### config.mk
export PLATFORM = sky130hd
export DESIGN_NAME = line_follow_pd_steering
export DESIGN_NICKNAME = d
export VERILOG_FILES = /design/src/rtl/lfpd_pkg.sv /design/src/rtl/line_follow_pd_steering.sv
export SDC_FILE = /design/constraint.sdc
export NUM_CORES = 2
export LEC_CHECK = 0
export ABC_AREA = 0
export BUFFER_PORTS_ARGS = -buffer_cell sky130_fd_sc_hd__buf_4
export CELL_PAD_IN_SITES_DETAIL_PLACEMENT = 0
export CELL_PAD_IN_SITES_GLOBAL_PLACEMENT = 2
export CORE_AREA = 2 2 372 374
export CTS_CLUSTER_DIAMETER = 80
export CTS_CLUSTER_SIZE = 10
export DETAILED_ROUTE_END_ITERATION = 10
export DIE_AREA = 0 0 374 376
export GPL_ROUTABILITY_DRIVEN = 0
export MAX_ROUTING_LAYER = met4
export PLACE_DENSITY = 0.79
export SETUP_SLACK_MARGIN = 0.2
export SLEW_MARGIN = 30
export SYNTH_ARGS = -nofsm -noshare
export SYNTH_HDL_FRONTEND = slang
export SYNTH_SLANG_ARGS = --single-unit
export TNS_END_PERCENT = 30
### constraint.sdc
create_clock -name clk -period 8.2 [get_ports clk]
set_clock_uncertainty 0.2 [all_clocks]
set_input_delay 2.46 -clock clk [delete_from_list [all_inputs] [get_ports clk]]
set_output_delay 2.46 -clock clk [all_outputs]
set_load 0.02 [all_outputs]
### src/rtl/lfpd_pkg.sv
// ----------------------------------------------------------------------------
// lfpd_pkg: shared definitions for the line follower PD steering block
// Field widths, configuration register indexes and divider sizing.
// ----------------------------------------------------------------------------
package lfpd_pkg;

  localparam int GainW  = 16;
  localparam int SpeedW = 12;
  localparam int TimeW  = 32;
  localparam int ErrW   = 3;
  localparam int CorrW  = 16;
  localparam int CfgW   = 16;
  localparam int CfgIdxW = 3;

  // |P*e*dt| < 2^49, plus the derivative term and a sign bit
  localparam int ProdW = GainW + 1 + TimeW;
  localparam int NumW  = ProdW + 2;
  // Dividend is |num| >> 8, divisor is dt
  localparam int DivBits = NumW - 1 - 8;
  localparam int DivCntW = $clog2(DivBits);

  localparam logic [GainW-1:0]  PropGainRst  = 16'd256;
  localparam logic [GainW-1:0]  DerivGainRst = 16'd0;
  localparam logic [SpeedW-1:0] MinSpeedRst  = 12'd0;
  localparam logic [SpeedW-1:0] MaxSpeedRst  = 12'd4095;
  localparam logic              BlackRst     = 1'b1;

  typedef enum logic [CfgIdxW-1:0] {
    CFG_PROP_GAIN   = 3'd0,
    CFG_DERIV_GAIN  = 3'd1,
    CFG_MIN_SPEED   = 3'd2,
    CFG_MAX_SPEED   = 3'd3,
    CFG_BLACK_LEVEL = 3'd4
  } cfg_idx_t;

  typedef struct packed {
    logic [SpeedW+5:0] mag;
    logic              fwd;
  } drive_t;

endpackage

### src/rtl/line_follow_pd_steering.sv
// ----------------------------------------------------------------------------
// line_follow_pd_steering: PD steering for a two-motor line follower
// Line error from two sensors, PD correction over the elapsed time through a
// bit-serial divider, and per-motor speed with reflection and clamping.
// ----------------------------------------------------------------------------
// A control step runs multiply, sum, absolute value, divide, saturate, speed,
//   reflect and output phases; the restoring divider gives one quotient bit
//   per cycle, with the dividend shifted out bit by bit.
// A history-reset item (in_action = 1) gives no result; items wait for idle.
// A finished result sits in the output register while the next item runs.
// Synchronous active-low reset clears control, history and time; loads defaults.
module line_follow_pd_steering
  import lfpd_pkg::*;
(
  input  logic                     clk,
  input  logic                     rst_n,
  // configuration
  input  logic                     cfg_we,
  input  logic [CfgIdxW-1:0]       cfg_index,
  input  logic [CfgW-1:0]          cfg_wdata,
  // input channel
  input  logic                     in_valid,
  output logic                     in_stall,
  input  logic                     in_action,
  input  logic                     in_left_level,
  input  logic                     in_right_level,
  input  logic [TimeW-1:0]         in_now_us,
  input  logic [SpeedW-1:0]        in_base_speed,
  // result channel
  output logic                     out_valid,
  input  logic                     out_stall,
  output logic signed [ErrW-1:0]   out_line_error,
  output logic signed [CorrW-1:0]  out_correction,
  output logic [SpeedW-1:0]        out_left_speed,
  output logic                     out_left_forward,
  output logic [SpeedW-1:0]        out_right_speed,
  output logic                     out_right_forward
);

  localparam int SW = SpeedW + 6;  // signed speed width before clamping

  typedef enum logic [3:0] {
    PH_IDLE, PH_MUL, PH_SUM, PH_ABS, PH_DIV, PH_SAT, PH_SPD, PH_REF, PH_OUT
  } phase_t;

  // configuration registers
  logic [GainW-1:0]  prop_gain_r;
  logic [GainW-1:0]  deriv_gain_r;
  logic [SpeedW-1:0] min_speed_r;
  logic [SpeedW-1:0] max_speed_r;
  logic              black_r;

  // history
  logic signed [ErrW-1:0] prev_err_r;
  logic [TimeW-1:0]       prev_time_r;

  // work registers
  phase_t                    ph_r;
  logic signed [ErrW-1:0]    err_r;
  logic signed [1:0]         dstep_r;
  logic [TimeW-1:0]          dt_r;
  logic [SpeedW-1:0]         base_r;
  logic [ProdW-1:0]          prod_r;
  logic signed [NumW-1:0]    num_r;
  logic                      neg_r;
  logic [TimeW-1:0]          rem_r;
  logic [DivBits-1:0]        dvd_r;
  logic [DivCntW-1:0]        cnt_r;
  logic signed [CorrW-1:0]   corr_r;
  logic signed [SW-1:0]      sl_r, sr_r;
  drive_t                    dl_r, dr_r;

  // output registers
  logic                      out_valid_r;
  logic signed [ErrW-1:0]    out_err_r;
  logic signed [CorrW-1:0]   out_corr_r;
  logic [SpeedW-1:0]         out_lspd_r, out_rspd_r;
  logic                      out_lfwd_r, out_rfwd_r;

  // --------------------------------------------------------------------------
  // Error filter and timestep, evaluated on the accepting edge
  // --------------------------------------------------------------------------
  logic                   left_blk, right_blk;
  logic signed [ErrW-1:0] raw_err, filt_err;
  logic signed [ErrW:0]   err_diff, step_diff;
  logic [TimeW-1:0]       dt_raw, dt_nxt;
  logic                   in_xfer;

  assign in_xfer   = in_valid && !in_stall;
  assign left_blk  = (in_left_level == black_r);
  assign right_blk = (in_right_level == black_r);

  always_comb begin
    if (left_blk && right_blk) begin
      raw_err = 3'sd0;
    end else if (left_blk) begin
      raw_err = 3'sd1;
    end else if (right_blk) begin
      raw_err = -3'sd1;
    end else begin
      // both white: keep turning the way we last drifted
      raw_err = (prev_err_r > 3'sd0) ? 3'sd2 : -3'sd2;
    end
    err_diff  = {prev_err_r[ErrW-1], prev_err_r} - {raw_err[ErrW-1], raw_err};
    // reject a jump of two or more, keep the old error
    filt_err  = (err_diff >= 4'sd2 || err_diff <= -4'sd2) ? prev_err_r : raw_err;
    step_diff = {filt_err[ErrW-1], filt_err} - {prev_err_r[ErrW-1], prev_err_r};
    dt_raw    = in_now_us - prev_time_r;
    dt_nxt    = (dt_raw == '0) ? TimeW'(1) : dt_raw;
  end

  // --------------------------------------------------------------------------
  // Datapath helpers
  // --------------------------------------------------------------------------
  logic [GainW:0]         pe;        // P * |e|, |e| is 0, 1 or 2
  logic signed [NumW-1:0] dterm, prod_s, num_nxt;
  logic [NumW-1:0]        mag;
  logic [TimeW:0]         trial;
  logic                   q_ge;
  logic [TimeW-1:0]       rem_nxt;
  logic [CorrW:0]         qsat;
  logic signed [CorrW-1:0] corr_nxt;
  logic signed [SW-1:0]   base_s, corr_s;
  logic                   can_load;

  always_comb begin
    unique case (err_r)
      3'sd2, -3'sd2: pe = {prop_gain_r, 1'b0};
      3'sd1, -3'sd1: pe = {1'b0, prop_gain_r};
      default:       pe = '0;
    endcase

    prod_s = $signed({2'b00, prod_r});
    unique case (dstep_r)
      2'sd1:   dterm = $signed({{(NumW-GainW){1'b0}}, deriv_gain_r});
      -2'sd1:  dterm = -$signed({{(NumW-GainW){1'b0}}, deriv_gain_r});
      default: dterm = '0;
    endcase
    num_nxt = err_r[ErrW-1] ? (dterm - prod_s) : (dterm + prod_s);

    mag = num_r[NumW-1] ? NumW'(-num_r) : NumW'(num_r);

    // restoring division step: bring down one dividend bit
    trial   = {rem_r, dvd_r[DivBits-1]};
    q_ge    = (trial >= {1'b0, dt_r});
    rem_nxt = q_ge ? TimeW'(trial - {1'b0, dt_r}) : trial[TimeW-1:0];

    // saturate quotient to 32768, then to the signed range
    qsat = (dvd_r > DivBits'(32768)) ? 17'd32768 : dvd_r[CorrW:0];
    if (neg_r) begin
      corr_nxt = CorrW'(-qsat);
    end else begin
      corr_nxt = (qsat > 17'd32767) ? 16'sd32767 : $signed(qsat[CorrW-1:0]);
    end

    base_s = $signed({{(SW-SpeedW){1'b0}}, base_r});
    corr_s = SW'(corr_r);

    can_load = !out_valid_r || !out_stall;
  end

  // Below the minimum, reflect about the minimum and run backward
  function automatic drive_t reflect(input logic signed [SW-1:0] s,
                                     input logic [SpeedW-1:0] mn);
    logic signed [SW-1:0] mn_s;
    logic signed [SW-1:0] r;
    drive_t               d;
    mn_s = $signed({{(SW-SpeedW){1'b0}}, mn});
    if (s < mn_s) begin
      r     = s - (mn_s <<< 1);
      d.mag = (r < 0) ? SW'(-r) : SW'(r);
      d.fwd = 1'b0;
    end else begin
      d.mag = SW'(s);
      d.fwd = 1'b1;
    end
    return d;
  endfunction

  // When min is above max, values below min give min and all others give max
  function automatic logic [SpeedW-1:0] clamp(input logic [SW-1:0] v,
                                              input logic [SpeedW-1:0] mn,
                                              input logic [SpeedW-1:0] mx);
    logic [SpeedW-1:0] c;
    if (v < {{(SW-SpeedW){1'b0}}, mn}) begin
      c = mn;
    end else if (v > {{(SW-SpeedW){1'b0}}, mx}) begin
      c = mx;
    end else begin
      c = v[SpeedW-1:0];
    end
    return c;
  endfunction

  // --------------------------------------------------------------------------
  // Configuration writes
  // --------------------------------------------------------------------------
  always_ff @(posedge clk) begin
    if (!rst_n) begin
      prop_gain_r  <= PropGainRst;
      deriv_gain_r <= DerivGainRst;
      min_speed_r  <= MinSpeedRst;
      max_speed_r  <= MaxSpeedRst;
      black_r      <= BlackRst;
    end else if (cfg_we) begin
      case (cfg_index)
        CFG_PROP_GAIN:   prop_gain_r  <= cfg_wdata[GainW-1:0];
        CFG_DERIV_GAIN:  deriv_gain_r <= cfg_wdata[GainW-1:0];
        CFG_MIN_SPEED:   min_speed_r  <= cfg_wdata[SpeedW-1:0];
        CFG_MAX_SPEED:   max_speed_r  <= cfg_wdata[SpeedW-1:0];
        CFG_BLACK_LEVEL: black_r      <= cfg_wdata[0];
        default: ;  // drop writes beyond the register list
      endcase
    end
  end

  // --------------------------------------------------------------------------
  // Sequencer: one item at a time through multiply, sum, divide and drive
  // --------------------------------------------------------------------------
  always_ff @(posedge clk) begin
    if (!rst_n) begin
      ph_r        <= PH_IDLE;
      prev_err_r  <= '0;
      prev_time_r <= '0;
      out_valid_r <= 1'b0;
      cnt_r       <= '0;
    end else begin
      // retire the waiting result on its transfer, unless a new one loads now
      if (out_valid_r && !out_stall && ph_r != PH_OUT) begin
        out_valid_r <= 1'b0;
      end

      unique case (ph_r)
        PH_IDLE: begin
          if (in_xfer) begin
            if (in_action) begin
              // drop the error history, time stays
              prev_err_r <= '0;
            end else begin
              err_r       <= filt_err;
              dstep_r     <= step_diff[1:0];
              dt_r        <= dt_nxt;
              base_r      <= in_base_speed;
              prev_err_r  <= filt_err;
              prev_time_r <= in_now_us;
              ph_r        <= PH_MUL;
            end
          end
        end
        PH_MUL: begin
          prod_r <= ProdW'(pe) * ProdW'(dt_r);
          ph_r   <= PH_SUM;
        end
        PH_SUM: begin
          num_r <= num_nxt;
          ph_r  <= PH_ABS;
        end
        PH_ABS: begin
          // floor(floor(|num|/256)/dt) = floor(|num|/(256*dt))
          neg_r <= num_r[NumW-1];
          dvd_r <= mag[NumW-2:8];
          rem_r <= '0;
          cnt_r <= '0;
          ph_r  <= PH_DIV;
        end
        PH_DIV: begin
          rem_r <= rem_nxt;
          dvd_r <= {dvd_r[DivBits-2:0], q_ge};
          cnt_r <= cnt_r + 1'b1;
          if (cnt_r == DivCntW'(DivBits - 1)) begin
            ph_r <= PH_SAT;
          end
        end
        PH_SAT: begin
          corr_r <= corr_nxt;
          ph_r   <= PH_SPD;
        end
        PH_SPD: begin
          sl_r <= base_s - corr_s;
          sr_r <= base_s + corr_s;
          ph_r <= PH_REF;
        end
        PH_REF: begin
          dl_r <= reflect(sl_r, min_speed_r);
          dr_r <= reflect(sr_r, min_speed_r);
          ph_r <= PH_OUT;
        end
        PH_OUT: begin
          // hold until the output register is free
          if (can_load) begin
            out_valid_r <= 1'b1;
            out_err_r   <= err_r;
            out_corr_r  <= corr_r;
            out_lspd_r  <= clamp(dl_r.mag, min_speed_r, max_speed_r);
            out_lfwd_r  <= dl_r.fwd;
            out_rspd_r  <= clamp(dr_r.mag, min_speed_r, max_speed_r);
            out_rfwd_r  <= dr_r.fwd;
            ph_r        <= PH_IDLE;
          end
        end
        default: ph_r <= PH_IDLE;
      endcase
    end
  end

  assign in_stall          = (ph_r != PH_IDLE);
  assign out_valid         = out_valid_r;
  assign out_line_error    = out_err_r;
  assign out_correction    = out_corr_r;
  assign out_left_speed    = out_lspd_r;
  assign out_left_forward  = out_lfwd_r;
  assign out_right_speed   = out_rspd_r;
  assign out_right_forward = out_rfwd_r;

endmodule

# Yosys cells after proc, flatten, opt, wreduce, memory -nomap -nowiden
# Cells that the tools add are included.
# totals
romBits	0
ramBits	0
in_bits	71
ff_bits	462
n_memories	0
latchBits	0
# classes
div	0
reduce_logical	33
n_shift	0
addsub	16
magnitude_cmp	14
n_eq_ne	26
multipliers	1
n_bitwise	1
n_mux	33
# ops
op	n
51-bit one-hot mux with 2 select lines	1
42-bit one-hot mux with 2 select lines	1
32-bit one-hot mux with 2 select lines	1
32-bit subtractor	2
51-bit by 50-bit adder with 51-bit output	1
51-bit two-way mux	1
16-bit negation with 51-bit output	1
51-bit by 50-bit subtractor with 51-bit output	1
50-bit two-way mux	1
50-bit negation	1
17-bit by 32-bit multiplier with 49-bit output	1
12-bit two-way mux	4
42-bit by 16-bit > comparator with 1-bit output, second input constant	1
19-bit two-way mux	2
18-bit by 12-bit > comparator with 1-bit output	2
18-bit by 1-bit less-than comparator with 1-bit output, second input constant	2
18-bit by 12-bit less-than comparator with 1-bit output	2
18-bit by 13-bit less-than comparator with 1-bit output	2
18-bit two-way mux	2
18-bit negation	2
4-bit one-hot mux with 9 select lines	1
18-bit by 14-bit subtractor with 18-bit output	2
17-bit one-hot mux with 2 select lines	1
33-bit by 32-bit >= comparator with 1-bit output	1
43 further kinds	88

# Depth between registers and ports, before layout
# depth
word_depth	10
ltp_mapped	31

# Least setup slack after synthesis
# Ideal clock, no wire load.
# synth_path
path_kind	input to register
start	input port rst_n
end	register num_r[0], enable pin
required_time_ns	7.414
setup_slack_ns	-0.503
setup_ns	0.586
cell_stages	4
arrival_ns	7.917
path_buffers	2
path_cell_list	clkbuf_1 -> clkbuf_1 -> nand2_1 -> nor4_1
# synth_via
elab_chain_cells	1
# synth_lines
element	line	rtl
from (decl)	line_follow_pd_steering.sv:16	input logic rst_n,
2-bit AND reduction (no source line)	--	
to (signal assigned)	line_follow_pd_steering.sv:255	num_r <= num_nxt;
to (decl)	line_follow_pd_steering.sv:64	logic signed [NumW-1:0] num_r;
# Every way passes these cells.
# A chain may end at the register's enable or synchronous reset.

# Worst setup path in the final report
# layout_path
start	register err_r[2]
end	register prod_r[45], data pin
# layout_via
elab_chain_cells	4
# layout_lines
element	line	rtl
from (decl)	line_follow_pd_steering.sv:59	logic signed [ErrW-1:0] err_r;
from (signal assigned)	line_follow_pd_steering.sv:240	err_r <= filt_err;
3-bit by 1-bit equality test with 1-bit output, or another cell as far along	line_follow_pd_steering.sv:127	unique case (err_r)
2-bit OR reduction	line_follow_pd_steering.sv:127	
17-bit one-hot mux with 2 select lines (*)	line_follow_pd_steering.sv:127	
17-bit by 32-bit multiplier with 49-bit output (*)	line_follow_pd_steering.sv:251	prod_r <= ProdW'(pe) * ProdW'(dt_r);
to (signal assigned)	line_follow_pd_steering.sv:251	
to (decl)	line_follow_pd_steering.sv:63	logic [ProdW-1:0] prod_r;
# Every way passes the cells marked *; elsewhere a longest branch is shown, timed or not.

==> flow_summary.rst <==
.. list-table::
   :header-rows: 1

   * - Metric
     - Value
   * - Run status
     - complete, no violations
   * - DP HPWL
     - 113000 microns
   * - Dpl cell area
     - 50800 sq um
   * - Max Root-Sink Buffers
     - 3
   * - Maximum level of the CTS H-tree
     - 2
   * - Horizontal extent of the die
     - 374 microns
   * - FF+latch count, synth
     - 458
   * - Startpoint of the worst-slack reg-to-reg timing path
     - err_r[2]
   * - Shortest period the worst path allows
     - 7700 ps
   * - Sequential area share after synthesis
     - 26.8%
   * - Count of placed standard cells including taps
     - 7083
   * - Vias in the first global route
     - 37400
   * - Total global-route track usage
     - 20.8%
   * - Number of setup violations in the final report
     - 0
   * - Worst Hold Endpoint
     - out_right_forward
   * - Top library cells by usage in the layout, fill and taps aside
     - sky130_fd_sc_hd__inv_1, sky130_fd_sc_hd__nand2_1, sky130_fd_sc_hd__fa_1
   * - Fin. max-slew vios
     - 0
   * - Total of warnings raised by yosys
     - 0
   * - Cell area after synthesis
     - 47500 sq um
   * - TritonCTS clock tree
     - done
   * - Die outline height
     - 376 microns
   * - Violation count after the first detailed-routing iteration
     - 2348
   * - Number of hold-slack violations in the final timing report
     - 0
   * - Slew headroom
     - 26.4%
   * - DRC violations left
     - 0
   * - MaxCap Viol Count
     - 0
   * - Final ANT Viol Nets
     - 0
   * - Fillcell total
     - 13800
   * - Global-route wire length before repair
     - 222000 microns
   * - Routed wirelength normalized by instance count
     - 19.8 microns
   * - Core area
     - 137000 sq um
   * - Fmax achieved
     - 130 MHz
   * - Worst endpoint required time
     - 8370 ps
   * - Crit path max-delay cell type
     - sky130_fd_sc_hd__fa_1
   * - Multi-input combinational cell area
     - 31400 sq um
   * - Average via count per standard cell
     - 5.12
   * - Initial Util
     - 34.8%
   * - Pin count of the biggest net entering global routing
     - 85
   * - FFs w/ async S/R, synth
     - 0%
   * - Pwr per Cell Area
     - 124 nW/um^2
   * - Pre-CTS setup slack
     - -42.4 ps
   * - Ratio of final minimum period to clock period
     - 94.0%
   * - Layout Cells excl Fill
     - 7201
   * - Post-layout total power
     - 0.00655 W
   * - Hold-fix buffer count after cts
     - 0
   * - Minimum hold slack
     - 254 ps
   * - Measured slew at the worst slew-check pin
     - 1090 ps
   * - DIE AREA
     - 141000 sq um
   * - Capture instance of the worst register-to-register path
     - prod_r[45]
   * - Antenna Diode Count
     - 0
   * - Vias
     - 36900
   * - Unique masters post-synth
     - 79
   * - Cts bufs inserted
     - 55
   * - Synth Instances
     - 5296
   * - Worst path arrival time
     - 7880 ps
   * - Unrepaired setup endpoints after global routing
     - false
   * - Slack of the worst reg-to-reg path
     - 500 ps
   * - Count of buffers inserted at the top-level ports
     - 117
   * - Number of cell instances on the worst register-to-register path
     - 28
   * - Area delta synth->final
     - 11.5%
   * - Core Rows
     - 136
   * - Top-level I/O count
     - 118
   * - Total number of nets in the final design
     - 6257
   * - Startpoint kind of the worst setup timing path
     - flop
   * - Average instance area after synthesis
     - 8.97 sq um
   * - Latest clock arrival within the worst-skew pair
     - 660 ps
   * - Worst hold path type
     - reg -> reg
   * - Clock Sinks
     - 458
   * - Share of layout cells above drive strength 1
     - 7.40%
   * - Top FF cell, synth
     - sky130_fd_sc_hd__edfxtp_1
   * - Register clock-pin slew on the reported worst setup and hold paths
     - 60 ps
   * - Post-route setup slack
     - 495 ps
   * - Critical path capture point type
     - flop
   * - First-pass detailed-route iteration total
     - 6
   * - Leading cell type in the layout, fill and taps excluded
     - sky130_fd_sc_hd__inv_1
   * - Crit Path Class
     - reg -> reg
   * - Most used cell along the critical path
     - sky130_fd_sc_hd__fa_1
   * - Maximum cell stage delay along the critical path
     - 590 ps
   * - Post-detailed-routing wire length
     - 142000 microns
   * - Number of antenna violations at the first check in global routing
     - 2
   * - LEAKAGE
     - 23.0 nW
   * - Total congestion overflow after global routing
     - 0
   * - Sequential standard cell area
     - 12700 sq um
   * - Hold Crit Start
     - dr_r[0]
   * - Number of enable flip-flop cells after synthesis
     - 355
   * - Clock root cell
     - sky130_fd_sc_hd__clkbuf_16
   * - Post-route design area
     - 52900 sq um
   * - VDD IR max
     - 0.000157 V
   * - Highest net fanout along the worst path
     - 10
   * - Depth of the worst hold-timing path
     - 0
## how the worst max path moves through the flow
| stage | startpoint | end |
|---|---|---|
| finish | err_r[2] | prod_r[45] |
| global placement | err_r[1] | prod_r[42] |
| CTS | err_r[1] | prod_r[41] |
| floorplan | err_r[2] | prod_r[48] |
| global route | err_r[1] | prod_r[42] |
| detailed placement | err_r[2] | prod_r[42] |
## worst max-delay path: cells and delay by family (launching register included)
family	cells	cell delay, ps
simple gates	3	430
xor+xnor	2	330
buf+inv	7	670
fa+ha+maj	7	3520
compound gates	9	1800
flops	1	430
## layout make-up
cell class              instances  area share (%)
clock buffers                  92            3.02
clock inverters                 7           0.199
inverters                     745            5.28
multi-input cells            3862            59.3
flip-flops and latches        458            24.0
well taps                    1794            4.24
repair buffers                243            3.89
## state kept, by name (all words and copies together), names as in the netlist, 16 cells and up
signal / cells
corr_r: 16
deriv_gain_r: 16
dl_r: 19
dr_r: 18
dt_r: 32
dvd_r: 42
num_r: 51
out_correction: 16
prev_time_r: 32
prod_r: 49
prop_gain_r: 16
rem_r: 32
sl_r: 17
sr_r: 16
## cell usage after synthesis, drive strengths merged, types with 24 or more instances
master / instances / share of area [%]
inv: 743 / 5.9
nand2: 702 / 5.5
fa: 457 / 19
ha: 364 / 9.6
nor2: 359 / 2.8
edfxtp: 355 / 22
a21oi: 296 / 3.1
clkbuf: 220 / 1.7
o21ai: 212 / 2.2
xnor2: 204 / 3.8
xor2: 127 / 2.3
a21o: 120 / 1.9
and2: 108 / 1.4
dfxtp: 103 / 4.3
nand3: 102 / 1.1
a21boi: 85 / 1.3
nor3: 62 / 0.65
o31ai: 62 / 0.98
and3: 59 / 0.78
nor2b: 48 / 0.63
mux2i: 43 / 0.91
nand2b: 35 / 0.46
nand4: 33 / 0.43
nor4: 31 / 0.41
o211ai: 30 / 0.47
a211oi: 29 / 0.46
o21bai: 29 / 0.46
a31oi: 24 / 0.32
or3: 24 / 0.32
## metrics by stage
stage,util (%),setup TNS (ps)
3_5_place_dp,37.2,-42.4
2_1_floorplan,-,0
3_3_place_gp,37.2,0
6_report,38.7,0
5_1_grt,38.7,0
4_1_cts,38.5,0
## repair_timing
item | CTS | global route
endpoints found under the hold margin | 0 | 0
pin swaps | 1 | 10
buffers inserted | 1 | 13
gates resized for setup | 8 | 43
gates cloned | 0 | 4
setup endpoints to repair | 10 | 20
## where the power goes
part           internal [W]  switching [W]
sequential          0.00260      0.0000723
clock               0.00136        0.00103
combinational      0.000569       0.000918
total               0.00453        0.00202
## routing by layer
layer,vias to the layer above,GRT usage [%],wire [microns]
li1,17800,-,-
met1,18100,27.0,64000
met2,793,34.2,67200
met3,194,1.94,6070
met4,0,7.04,5110
met5,-,-,0
## cells by family after synthesis
| kind of cell | share of synthesized area (%) |
|---|---|
| fa+ha+maj | 28.9 |
| mux | 0.977 |
| buf+inv | 7.74 |
| other cells | 0.00790 |
| flops | 26.8 |
| xor+xnor | 6.10 |
| simple gates | 15.8 |
| compound gates | 13.8 |
Note: power is estimated with default switching activity, not from simulation.
